<file path="config.mk">
export PLATFORM = sky130hd
export DESIGN_NAME = motion_oscillation_guard
export DESIGN_NICKNAME = d
export VERILOG_FILES = /design/src/rtl/mog_pkg.sv /design/src/rtl/motion_oscillation_guard.sv /design/src/rtl/mog_in_reg.sv /design/src/rtl/mog_reset_test.sv /design/src/rtl/mog_core.sv
export SDC_FILE = /design/constraint.sdc
export NUM_CORES = 2
export LEC_CHECK = 0
export BUFFER_PORTS_ARGS = -buffer_cell sky130_fd_sc_hd__buf_4
export CORE_ASPECT_RATIO = 1.1
export CORE_MARGIN = 2
export CORE_UTILIZATION = 55
export DETAILED_ROUTE_END_ITERATION = 12
export PLACE_DENSITY = 0.71
export SYNTH_ARGS = -nofsm -noshare
export SYNTH_HDL_FRONTEND = slang
export SYNTH_HIERARCHICAL = 1
export SYNTH_SLANG_ARGS = --single-unit
</file>
<file path="constraint.sdc">
create_clock -name i_clk -period 24.4 [get_ports i_clk]
set_input_delay 3.66 -clock i_clk [delete_from_list [all_inputs] [get_ports i_clk]]
set_output_delay 3.66 -clock i_clk [all_outputs]
set_load 0.1 [all_outputs]
</file>
<file path="src/rtl/mog_pkg.sv">
// Shared types and constants for the motion oscillation guard.
`timescale 1ns / 1ps

package mog_pkg;

    localparam int CFG_IDX_W  = 2;
    localparam int CFG_DATA_W = 32;
    localparam int DIST_SQ_W  = 46;

    localparam logic [CFG_IDX_W-1:0] CFG_RESET_DISTANCE = 2'd0;
    localparam logic [CFG_IDX_W-1:0] CFG_RESET_ANGLE    = 2'd1;
    localparam logic [CFG_IDX_W-1:0] CFG_RESET_TIME     = 2'd2;
    localparam logic [CFG_IDX_W-1:0] CFG_STRAFE_GATE    = 2'd3;

    localparam logic [23:0]          RST_RESET_DISTANCE = 24'sd50;
    localparam logic [15:0]          RST_RESET_ANGLE    = 16'sd200;
    localparam logic [31:0]          RST_RESET_TIME     = 32'hFFFF_FFFF;
    localparam logic [15:0]          RST_STRAFE_GATE    = 16'sd50;
    localparam logic [DIST_SQ_W-1:0] RST_DIST_SQ        = 46'd2500;

    localparam int MODE_COMMIT = 0;
    localparam int MODE_SCORE  = 1;

    typedef enum logic [1:0] {
        SIGN_ZERO = 2'd0,
        SIGN_POS  = 2'd1,
        SIGN_NEG  = 2'd2
    } t_sign;

    typedef struct packed {
        logic               mode;
        logic signed [23:0] pose_x;
        logic signed [23:0] pose_y;
        logic signed [15:0] pose_heading;
        logic signed [15:0] vel_x;
        logic signed [15:0] vel_y;
        logic signed [15:0] vel_turn;
        logic        [31:0] now_ms;
    } t_item;

    typedef struct packed {
        logic signed [23:0]     reset_distance;
        logic signed [15:0]     reset_angle;
        logic signed [31:0]     reset_time;
        logic signed [15:0]     strafe_gate;
        logic [DIST_SQ_W-1:0]   dist_sq;
    } t_cfg;

    typedef struct packed {
        logic signed [23:0] x;
        logic signed [23:0] y;
        logic signed [15:0] heading;
        logic        [31:0] time_ms;
    } t_ref;

    typedef struct packed {
        logic       rejected;
        logic       flag_newly_set;
        logic       flags_cleared;
        logic [5:0] restrictions;
    } t_result;

endpackage

</file>
<file path="src/rtl/motion_oscillation_guard.sv">
// Top level of the motion oscillation guard: configuration registers and handshake.
// A request accepted into the input register moves into the result register when that
// register is empty or being drained. Throughput: one request per cycle while i_out_stall
// is low; the input register refills in the same cycle it hands its request on. Reset
// (synchronous, active low) empties both registers, clears every axis tracker and the
// reference pose, and loads the configuration defaults.
`timescale 1ns / 1ps

module motion_oscillation_guard (
    input  logic                            i_clk,
    input  logic                            i_rst_n,
    // Request channel.
    input  logic                            i_in_valid,
    output logic                            o_in_stall,
    input  logic                            i_mode,
    input  logic signed [23:0]              i_pose_x,
    input  logic signed [23:0]              i_pose_y,
    input  logic signed [15:0]              i_pose_heading,
    input  logic signed [15:0]              i_vel_x,
    input  logic signed [15:0]              i_vel_y,
    input  logic signed [15:0]              i_vel_turn,
    input  logic        [31:0]              i_now_ms,
    // Result channel.
    output logic                            o_out_valid,
    input  logic                            i_out_stall,
    output logic                            o_rejected,
    output logic                            o_flag_newly_set,
    output logic                            o_flags_cleared,
    output logic        [5:0]               o_restrictions,
    // Configuration write port.
    input  logic                            i_cfg_we,
    input  logic [mog_pkg::CFG_IDX_W-1:0]   i_cfg_index,
    input  logic [mog_pkg::CFG_DATA_W-1:0]  i_cfg_data
);

    // The four thresholds live here. The squared travel threshold is computed from
    // the write data and stored together with the distance setting, so the
    // per-request path only squares the pose deltas.
    logic signed [23:0]              r_reset_distance;
    logic signed [15:0]              r_reset_angle;
    logic signed [31:0]              r_reset_time;
    logic signed [15:0]              r_strafe_gate;
    logic [mog_pkg::DIST_SQ_W-1:0]   r_dist_sq;
    logic [mog_pkg::DIST_SQ_W-1:0]   n_dist_sq;

    mog_pkg::t_item   w_in_item;
    mog_pkg::t_item   w_item;
    mog_pkg::t_cfg    w_cfg;
    mog_pkg::t_result w_result;
    logic             w_item_vld;
    logic             w_out_free;
    logic             w_step;

    always_ff @(posedge i_clk) begin
        if (!i_rst_n) begin
            r_reset_distance <= mog_pkg::RST_RESET_DISTANCE;
            r_reset_angle    <= mog_pkg::RST_RESET_ANGLE;
            r_reset_time     <= mog_pkg::RST_RESET_TIME;
            r_strafe_gate    <= mog_pkg::RST_STRAFE_GATE;
            r_dist_sq        <= mog_pkg::RST_DIST_SQ;
        end else begin
            if (i_cfg_we) begin
                case (i_cfg_index)
                    mog_pkg::CFG_RESET_DISTANCE: begin
                        r_reset_distance <= i_cfg_data[23:0];
                        r_dist_sq        <= n_dist_sq;
                    end
                    mog_pkg::CFG_RESET_ANGLE:    r_reset_angle    <= i_cfg_data[15:0];
                    mog_pkg::CFG_RESET_TIME:     r_reset_time     <= i_cfg_data[31:0];
                    mog_pkg::CFG_STRAFE_GATE:    r_strafe_gate    <= i_cfg_data[15:0];
                    default: begin
                    end
                endcase
            end
        end
    end

    // Only a non-negative distance is ever compared, so its low 23 bits suffice.
    assign n_dist_sq = i_cfg_data[22:0] * i_cfg_data[22:0];

    assign w_cfg = '{reset_distance: r_reset_distance,
                     reset_angle:    r_reset_angle,
                     reset_time:     r_reset_time,
                     strafe_gate:    r_strafe_gate,
                     dist_sq:        r_dist_sq};

    assign w_in_item = '{mode:         i_mode,
                         pose_x:       i_pose_x,
                         pose_y:       i_pose_y,
                         pose_heading: i_pose_heading,
                         vel_x:        i_vel_x,
                         vel_y:        i_vel_y,
                         vel_turn:     i_vel_turn,
                         now_ms:       i_now_ms};

    // A held request moves on whenever the result register is empty or is
    // being drained in this cycle.
    assign w_step = w_item_vld && w_out_free;

    mog_in_reg u_in_reg (
        .i_clk   (i_clk),
        .i_rst_n (i_rst_n),
        .i_valid (i_in_valid),
        .o_stall (o_in_stall),
        .i_item  (w_in_item),
        .i_pop   (w_step),
        .o_valid (w_item_vld),
        .o_item  (w_item)
    );

    mog_core u_core (
        .i_clk       (i_clk),
        .i_rst_n     (i_rst_n),
        .i_step      (w_step),
        .i_item      (w_item),
        .i_cfg       (w_cfg),
        .i_out_stall (i_out_stall),
        .o_out_free  (w_out_free),
        .o_out_valid (o_out_valid),
        .o_result    (w_result)
    );

    assign o_rejected       = w_result.rejected;
    assign o_flag_newly_set = w_result.flag_newly_set;
    assign o_flags_cleared  = w_result.flags_cleared;
    assign o_restrictions   = w_result.restrictions;

endmodule

</file>
<file path="src/rtl/mog_in_reg.sv">
// Input request register with valid/stall handshake.
`timescale 1ns / 1ps

module mog_in_reg (
    input  logic            i_clk,
    input  logic            i_rst_n,
    input  logic            i_valid,
    output logic            o_stall,
    input  mog_pkg::t_item  i_item,
    input  logic            i_pop,
    output logic            o_valid,
    output mog_pkg::t_item  o_item
);

    logic           r_vld;
    logic           n_vld;
    mog_pkg::t_item r_item;
    logic           w_take;

    // The register can refill in the same cycle that it hands its request on.
    assign o_stall = r_vld && !i_pop;
    assign w_take  = i_valid && !o_stall;

    always_comb begin
        n_vld = r_vld;
        if (w_take) begin
            n_vld = 1'b1;
        end else if (i_pop) begin
            n_vld = 1'b0;
        end
    end

    always_ff @(posedge i_clk) begin
        if (!i_rst_n) begin
            r_vld <= 1'b0;
        end else begin
            r_vld <= n_vld;
        end
    end

    always_ff @(posedge i_clk) begin
        if (w_take) begin
            r_item <= i_item;
        end
    end

    assign o_valid = r_vld;
    assign o_item  = r_item;

endmodule

</file>
<file path="src/rtl/mog_reset_test.sv">
// Distance, heading and elapsed-time tests against the reference pose.
`timescale 1ns / 1ps

module mog_reset_test (
    input  mog_pkg::t_item i_item,
    input  mog_pkg::t_ref  i_ref,
    input  mog_pkg::t_cfg  i_cfg,
    output logic           o_due
);

    logic signed [24:0] w_dx;
    logic signed [24:0] w_dy;
    logic signed [49:0] w_sq_x;
    logic signed [49:0] w_sq_y;
    logic        [50:0] w_sum;
    logic signed [16:0] w_dh;
    logic        [16:0] w_abs_dh;
    logic        [31:0] w_elapsed;
    logic               w_dist_hit;
    logic               w_angle_hit;
    logic               w_time_hit;

    assign w_dx   = 25'(i_item.pose_x) - 25'(i_ref.x);
    assign w_dy   = 25'(i_item.pose_y) - 25'(i_ref.y);
    assign w_sq_x = w_dx * w_dx;
    assign w_sq_y = w_dy * w_dy;
    assign w_sum  = {1'b0, $unsigned(w_sq_x)} + {1'b0, $unsigned(w_sq_y)};

    assign w_dh     = 17'(i_item.pose_heading) - 17'(i_ref.heading);
    assign w_abs_dh = w_dh[16] ? $unsigned(-w_dh) : $unsigned(w_dh);

    // Time wraps modulo 2^32; the difference is read as unsigned.
    assign w_elapsed = i_item.now_ms - i_ref.time_ms;

    // A negative threshold disables its test.
    assign w_dist_hit  = !i_cfg.reset_distance[23]
                         && (w_sum > {5'd0, i_cfg.dist_sq});
    assign w_angle_hit = !i_cfg.reset_angle[15]
                         && (w_abs_dh > {1'b0, $unsigned(i_cfg.reset_angle)});
    assign w_time_hit  = !i_cfg.reset_time[31]
                         && (w_elapsed > $unsigned(i_cfg.reset_time));

    assign o_due = w_dist_hit || w_angle_hit || w_time_hit;

endmodule

</file>
<file path="src/rtl/mog_core.sv">
// Axis trackers, reference latch and result register.
`timescale 1ns / 1ps

module mog_core (
    input  logic             i_clk,
    input  logic             i_rst_n,
    input  logic             i_step,
    input  mog_pkg::t_item   i_item,
    input  mog_pkg::t_cfg    i_cfg,
    input  logic             i_out_stall,
    output logic             o_out_free,
    output logic             o_out_valid,
    output mog_pkg::t_result o_result
);

    typedef struct packed {
        mog_pkg::t_sign sign;
        logic           pos_only;
        logic           neg_only;
        logic           set;
    } t_trk;

    mog_pkg::t_sign   r_sign [3];
    mog_pkg::t_sign   n_sign [3];
    logic [2:0]       r_pos;
    logic [2:0]       n_pos;
    logic [2:0]       r_neg;
    logic [2:0]       n_neg;
    mog_pkg::t_ref    r_ref;
    mog_pkg::t_ref    n_ref;
    logic             r_out_vld;
    logic             n_out_vld;
    mog_pkg::t_result r_res;
    mog_pkg::t_result n_res;

    logic signed [15:0] w_vel [3];
    t_trk               w_trk [3];
    logic [16:0]        w_abs_vx;
    logic               w_gate_ok;
    logic               w_set;
    logic               w_any_flag;
    logic               w_due;
    logic               w_clear;
    logic [5:0]         w_bits;

    function automatic t_trk track(mog_pkg::t_sign s, logic p, logic n,
                                   logic signed [15:0] v);
        t_trk t;
        t = '{sign: s, pos_only: p, neg_only: n, set: 1'b0};
        if (v[15]) begin
            if (s == mog_pkg::SIGN_POS) begin
                t.neg_only = 1'b1;
                t.set      = 1'b1;
            end
            t.sign = mog_pkg::SIGN_NEG;
        end else if (v != 16'sd0) begin
            if (s == mog_pkg::SIGN_NEG) begin
                t.pos_only = 1'b1;
                t.set      = 1'b1;
            end
            t.sign = mog_pkg::SIGN_POS;
        end
        return t;
    endfunction

    assign w_vel[0] = i_item.vel_x;
    assign w_vel[1] = i_item.vel_y;
    assign w_vel[2] = i_item.vel_turn;

    assign w_abs_vx  = i_item.vel_x[15] ? $unsigned(-(17'(i_item.vel_x)))
                                        : $unsigned(17'(i_item.vel_x));
    assign w_gate_ok = i_cfg.strafe_gate[15]
                       || (w_abs_vx <= {1'b0, $unsigned(i_cfg.strafe_gate)});

    always_comb begin
        for (int a = 0; a < 3; a++) begin
            w_trk[a] = track(r_sign[a], r_pos[a], r_neg[a], w_vel[a]);
        end
    end

    assign w_set      = w_trk[0].set || (w_gate_ok && (w_trk[1].set || w_trk[2].set));
    assign w_any_flag = (|r_pos) || (|r_neg);

    mog_reset_test u_reset_test (
        .i_item (i_item),
        .i_ref  (r_ref),
        .i_cfg  (i_cfg),
        .o_due  (w_due)
    );

    // A fresh latch puts the reference at the current pose, where no test can
    // fire, so a clear only happens on steps that set nothing; the flags then
    // equal the stored ones.
    assign w_clear = w_any_flag && !w_set && w_due;

    assign o_out_free = !r_out_vld || !i_out_stall;

    always_comb begin
        for (int a = 0; a < 3; a++) begin
            n_sign[a] = r_sign[a];
        end
        n_pos     = r_pos;
        n_neg     = r_neg;
        n_ref     = r_ref;
        n_res     = r_res;
        n_out_vld = r_out_vld && i_out_stall;
        w_bits    = '0;
        if (i_step) begin
            n_out_vld = 1'b1;
            if (i_item.mode == 1'(mog_pkg::MODE_SCORE)) begin
                n_res.rejected = 1'b0;
                for (int a = 0; a < 3; a++) begin
                    if ((r_pos[a] && w_vel[a][15])
                        || (r_neg[a] && !w_vel[a][15] && (w_vel[a] != 16'sd0))) begin
                        n_res.rejected = 1'b1;
                    end
                end
                n_res.flag_newly_set = 1'b0;
                n_res.flags_cleared  = 1'b0;
            end else begin
                for (int a = 0; a < 3; a++) begin
                    if ((a == 0) || w_gate_ok) begin
                        n_sign[a] = w_trk[a].sign;
                        n_pos[a]  = w_trk[a].pos_only;
                        n_neg[a]  = w_trk[a].neg_only;
                    end
                end
                if (w_set) begin
                    n_ref.x       = i_item.pose_x;
                    n_ref.y       = i_item.pose_y;
                    n_ref.heading = i_item.pose_heading;
                    n_ref.time_ms = i_item.now_ms;
                end
                if (w_clear) begin
                    for (int a = 0; a < 3; a++) begin
                        n_sign[a] = mog_pkg::SIGN_ZERO;
                    end
                    n_pos = '0;
                    n_neg = '0;
                end
                n_res.rejected       = 1'b0;
                n_res.flag_newly_set = w_set;
                n_res.flags_cleared  = w_clear;
            end
            for (int a = 0; a < 3; a++) begin
                w_bits[2*a]   = n_pos[a];
                w_bits[2*a+1] = n_neg[a];
            end
            n_res.restrictions = w_bits;
        end
    end

    always_ff @(posedge i_clk) begin
        if (!i_rst_n) begin
            for (int a = 0; a < 3; a++) begin
                r_sign[a] <= mog_pkg::SIGN_ZERO;
            end
            r_pos     <= '0;
            r_neg     <= '0;
            r_ref     <= '0;
            r_out_vld <= 1'b0;
        end else begin
            for (int a = 0; a < 3; a++) begin
                r_sign[a] <= n_sign[a];
            end
            r_pos     <= n_pos;
            r_neg     <= n_neg;
            r_ref     <= n_ref;
            r_out_vld <= n_out_vld;
        end
    end

    always_ff @(posedge i_clk) begin
        r_res <= n_res;
    end

    assign o_out_valid = r_out_vld;
    assign o_result    = r_res;

endmodule

</file>
Word level (Yosys, flattened, before mapping). Memories as Yosys holds them, arrays and structs flattened. Cells that the tools add are included.

Memories: 1. Output and inout bits: 11. Bits in writable memories: 6. Bits of input ports: 184. Logic and storage cells: 158. Register bits: 392.

Mux-type cells: 53. Bitwise gates (word level): 4. Multiply operators: 3. Equality and inequality tests: 9. Magnitude comparators: 4. Reduce and logical (&&, ||, !) cells: 52. Add/subtract/negate cells: 7.

Memory list: u_core.r_sign (depth 3, bits a word 2, read ports 3, clocked after Yosys merged registers in 0, write ports 3, RTL line mog_core.sv:23) `mog_pkg::t_sign r_sign [3];`.

Operator list (number): $mul A25 B25 Y50 (2); $add A50 B50 Y51 (1); $gt A51 B46 Y1 (1); $sub A24 B24 Y25 (2); $reduce_bool A16 Y1 (3); $mul A23 B23 Y46 (1); $mux W17 (2); $gt A32 B32 Y1 (1); $sub A32 B32 Y32 (1); $mux W1 (30); $mux W2 (11); $mux W3 (7); $logic_and A1 B1 Y1 (19); $mux W6 (3); $gt A17 B16 Y1 (1); $le A17 B16 Y1 (1); $neg A16 Y17 (1); $neg A17 Y17 (1); $sub A16 B16 Y17 (1); $logic_not A1 Y1 (11); $eq A2 B2 Y1 const B (5); $logic_or A1 B1 Y1 (10); $eq A2 B1 Y1 const B (4); $reduce_and A2 Y1 (4); 6 further kinds (9).

Longest topological paths before layout.
Depth after elaboration: 14. Gate-level depth with buffers: 65. Depth with buffers taken out: 63.

Modules after synthesis. Netlist, hierarchy kept.

Modules (own cells, without submodules): mog_reset_test (instances 1, cells each 5819, sequential area each 0.0 µm², area each 50689.9 µm²); motion_oscillation_guard (instances 1, cells each 2252, sequential area each 2642.5 µm², area each 20064.2 µm²); mog_core (instances 1, cells each 656, sequential area each 2452.4 µm², area each 5328.9 µm²); mog_in_reg (instances 1, cells each 149, sequential area each 4374.2 µm², area each 4401.7 µm²).

Worst setup path before layout. Ideal clock, no wire load.

Path type: flip-flop to flip-flop. Start point: register u_in_reg.r_item (netlist bit u_in_reg/o_item[120]). End point: memory u_core/r_sign[0][1] (netlist name). Cell stages (with the launch flop): 63. Slack: 11.505 ns. Path buffers: 2. Arrival: 12.821 ns. Data required time: 24.326 ns. Clock period less this slack: 12.895 ns. Setup time: 0.074 ns. Cell sequence: edfxtp_1 -> inv_1 -> ha_1 -> inv_1 -> fa_1 -> a21o_1 -> a21oi_1 -> o21bai_1 -> a211oi_2 -> a21oi_1 -> a211oi_2 -> o21ai_1 -> nor2_1 -> xnor2_1 -> clkbuf_1 -> nand2_1 -> fa_1 -> inv_1 -> (+27 left out) -> o21ai_0 -> xor2_1 -> ha_1 -> a21o_1 -> a21o_1 -> a21oi_1 -> o21ai_0 -> a31oi_1 -> o21ai_0 -> a22oi_1 -> and4_1 -> a41oi_1 -> or3_1 -> nand4_1 -> a21o_1 -> buf_1 -> nand3_1 -> a31oi_1.

RTL lines: from (decl) (RTL line mog_in_reg.sv:17) `mog_pkg::t_item r_item;`; from (signal assigned) (RTL line mog_in_reg.sv:43) `r_item <= i_item;`; to (decl) (RTL line mog_core.sv:23).

Final worst setup path.
Start point: register u_in_reg.r_item (netlist bit u_in_reg/o_item[96]). End point: register u_core.r_pos[1].

Longest elaborated chain between the ends: 10.

RTL lines: $sub A24 B24 Y25 (RTL line mog_reset_test.sv:24) `assign w_dy = 25'(i_item.pose_y) - 25'(i_ref.y);`; $mul A25 B25 Y50 (RTL line mog_reset_test.sv:26) `assign w_sq_y = w_dy * w_dy;`; $add A50 B50 Y51 (RTL line mog_reset_test.sv:27) `assign w_sum = {1'b0, $unsigned(w_sq_x)} + {1'b0, $unsigned(w_sq_y)};`; $gt A51 B46 Y1 (RTL line mog_reset_test.sv:37) `&& (w_sum > {5'd0, i_cfg.dist_sq});`; $logic_and A1 B1 Y1 (RTL line mog_reset_test.sv:37); $logic_or A1 B1 Y1 (2 in a row) (RTL line mog_reset_test.sv:43) `assign o_due = w_dist_hit || w_angle_hit || w_time_hit;`; net u_core.w_due (RTL line mog_core.sv:42) `logic w_due;`; $logic_and A1 B1 Y1 (RTL line mog_core.sv:94) `assign w_clear = w_any_flag && !w_set && w_due;`; $mux W3 (RTL line mog_core.sv:134) `if (w_clear) begin`; $mux W3 (RTL line mog_core.sv:110) `if (i_item.mode == 1'(mog_pkg::MODE_SCORE)) begin`; to (signal assigned) (RTL line mog_core.sv:166) `r_pos <= n_pos;`; to (decl) (RTL line mog_core.sv:25) `logic [2:0] r_pos;`.

The timed path passes the listed nets, and every way through them passes these cells. A chain may end at the register's enable or synchronous reset.

==> results.toml <==
[run_status]
status = "complete, no violations"

[detailed_routing]
drt_iter0_markers = 3651
viasPerCell = 5.53
post_drt_wl_per_cell_um = 19.6
drc = 0
wirelength_um = 210000
antenna_left = 0
first_pass_iters = 6
num_vias = 59495

[sta]
max_slew_margin_pct = 22.2
setup_viol = 0
fin_crit_ns = 15.31
hold_viol = 0
clock.fmax_mhz = 65.3
tns_ns = 0
slew_viol_final = 0
fin_crit_sh_pct = 62.8
rsz0062_at_grt = "false"
tightest_slew_ns = 1.17
fin_skew_ns = 0.0395

[clock_tree]
worstSkewPairLatency_ns = 0.62
clock-sinks = 374
clockRootBuffer = "clkbuf_16"
cts_buffers = 43
cts.reportedPaths.clkPinSlew_ns = 0.06
clockBufferDepth = 3
cts_tree = "yes"
cts_resized = 0
postCtsSetupBuffers = 0
ctsHoldBuffers = 0
htree_levels = 2

[global_route]
grt_max_degree = 142
grt_pass1_wl_um = 342000
grt_remaining_overflow = 0
track_usage_pct = 29.3
antenna_found_initial = 3
grt_pass1_vias = 64688

[layout]
layout_common_cells = "inv_1, fa_1, nand2_1"
num-nets-final = 11301
drive_above_1_share_pct = 4.99
final_common_cell = "inv_1"
num-fill-cells = 12692
syn_to_final_growth_pct = 5.80

[worst_hold_path]
hold_start = "u_core/r_ref[21]$_SDFFE_PN0P_"
hold_class = "flop to flop"
hold_depth = 2
worstHoldEndpoint = "u_core/r_ref[21]$_SDFFE_PN0P_"

[critical_path]
r2r_start = "u_in_reg/o_item[96]$_DFFE_PP_"
path_class = "flop to flop"
cp.arrival_ns = 15.87
endpoint_kind = "flop"
critPathMaxStageDelay_ns = 0.57
slowest_stage = "fa_1"
reg2reg_to = "u_core/r_pos[1]$_SDFFE_PN0P_"
cp_max_fo = 18
worstRegToRegCells = 61
reg2reg_slack_ns = 9.09
critPathTopFamily = "compound AO/OA/AOI/OAI gates"
path_buf_inv = 9
cp-start-kind = "flop"
worst-endpoint-required_ns = 24.95

[placed_design]
dp_hpwl_um = 172000
gp_congestion = 0.957
port_buffers = 194

[die]
ioPinCount = 195
placementRows = 146
die_area_um2 = 148000
die_y_um = 403
start_util_pct = 55.4
core-area_um2 = 144000
die_w_um = 367

[synth]
synth_nets = 11295
syn_area_um2 = 79700
ys.warnings.count = 6
synthCells = 8785
synth_area_per_cell_um2 = 9.07

[run]
maxCapViolations = 0
routing by layer:
metal  GRT usage [%]  vias to the layer above  share of wire, %  wire length [um]
met2            51.8                     2050                50            106000
met1            36.0                    29818                39             81100
met3            4.12                      567               6.3             13200
met4            11.7                        2               5.0             10400
li1                -                    27058                 -                 -
met5               0                        -            0.0067                14
flip-flops by register name, summed over array words and instances (netlist names):
register	count
r_reset_angle	16
u_in_reg/o_valid	1
u_core/r_neg	3
r_reset_distance	2
u_core/r_ref	96
u_core/r_pos	3
r_reset_time	32
r_strafe_gate	16
u_in_reg/o_item	145
u_core/r_sign	6
u_core/o_out_valid	1
u_core/o_result	9
r_dist_sq	44
per-stage QoR:
step                      util [%]  setup WS, ns  hold slack (ns)  std cells  cell area [um^2]
after detailed placement      57.6          9.31            0.449      10670             82900
after floorplan                  -         11.50            0.437       8785             79700
after global routing          58.6          8.19            0.473      10749             84300
after CTS                     58.6          9.24            0.456      10749             84300
final                         58.6          9.09            0.454      10750             84300
after global placement        57.6          9.50            0.443      10670             82900
worst min-delay path, cell delays in order, from the launching register on:
cell and delay (ns):
dfxtp_1 0.31, nand3_1 0.05, o21ai_1 0.05
final cells by class:
| class | count | area, um^2 | area share, % |
|---|---|---|---|
| inverter | 2141 | 8040 | 9.53 |
| sequential | 374 | 9030 | 10.7 |
| clock inverter | 21 | 275 | 0.326 |
| antenna | 1 | 2.50 | 0.00297 |
| tap | 1924 | 2410 | 2.85 |
| timing repair buffer | 265 | 2000 | 2.37 |
| clock buffer | 58 | 1170 | 1.39 |
| multi-input combinational | 5966 | 61400 | 72.8 |
worst max-delay path by stage:
| stage | endpoint | cells past startpoint | from | slack, ns |
|---|---|---|---|---|
| global placement | u_core/r_neg[0]$_SDFFE_PN0P_ | 61 | u_in_reg/o_item[96]$_DFFE_PP_ | 9.50 |
| finish | u_core/r_pos[1]$_SDFFE_PN0P_ | 61 | u_in_reg/o_item[96]$_DFFE_PP_ | 9.09 |
| CTS | u_core/r_neg[1]$_SDFFE_PN0P_ | 61 | u_in_reg/o_item[96]$_DFFE_PP_ | 9.24 |
| floorplan | u_core/r_sign[0][1]$_SDFFE_PN0P_ | 62 | u_in_reg/o_item[120]$_DFFE_PP_ | 11.50 |
| detailed placement | u_core/r_pos[1]$_SDFFE_PN0P_ | 61 | u_in_reg/o_item[96]$_DFFE_PP_ | 9.31 |
| global route | u_core/r_neg[1]$_SDFFE_PN0P_ | 61 | u_in_reg/o_item[96]$_DFFE_PP_ | 8.19 |
Power is not shown: default switching activity piles up to over one toggle a cycle in this logic, so the estimate is an artifact.
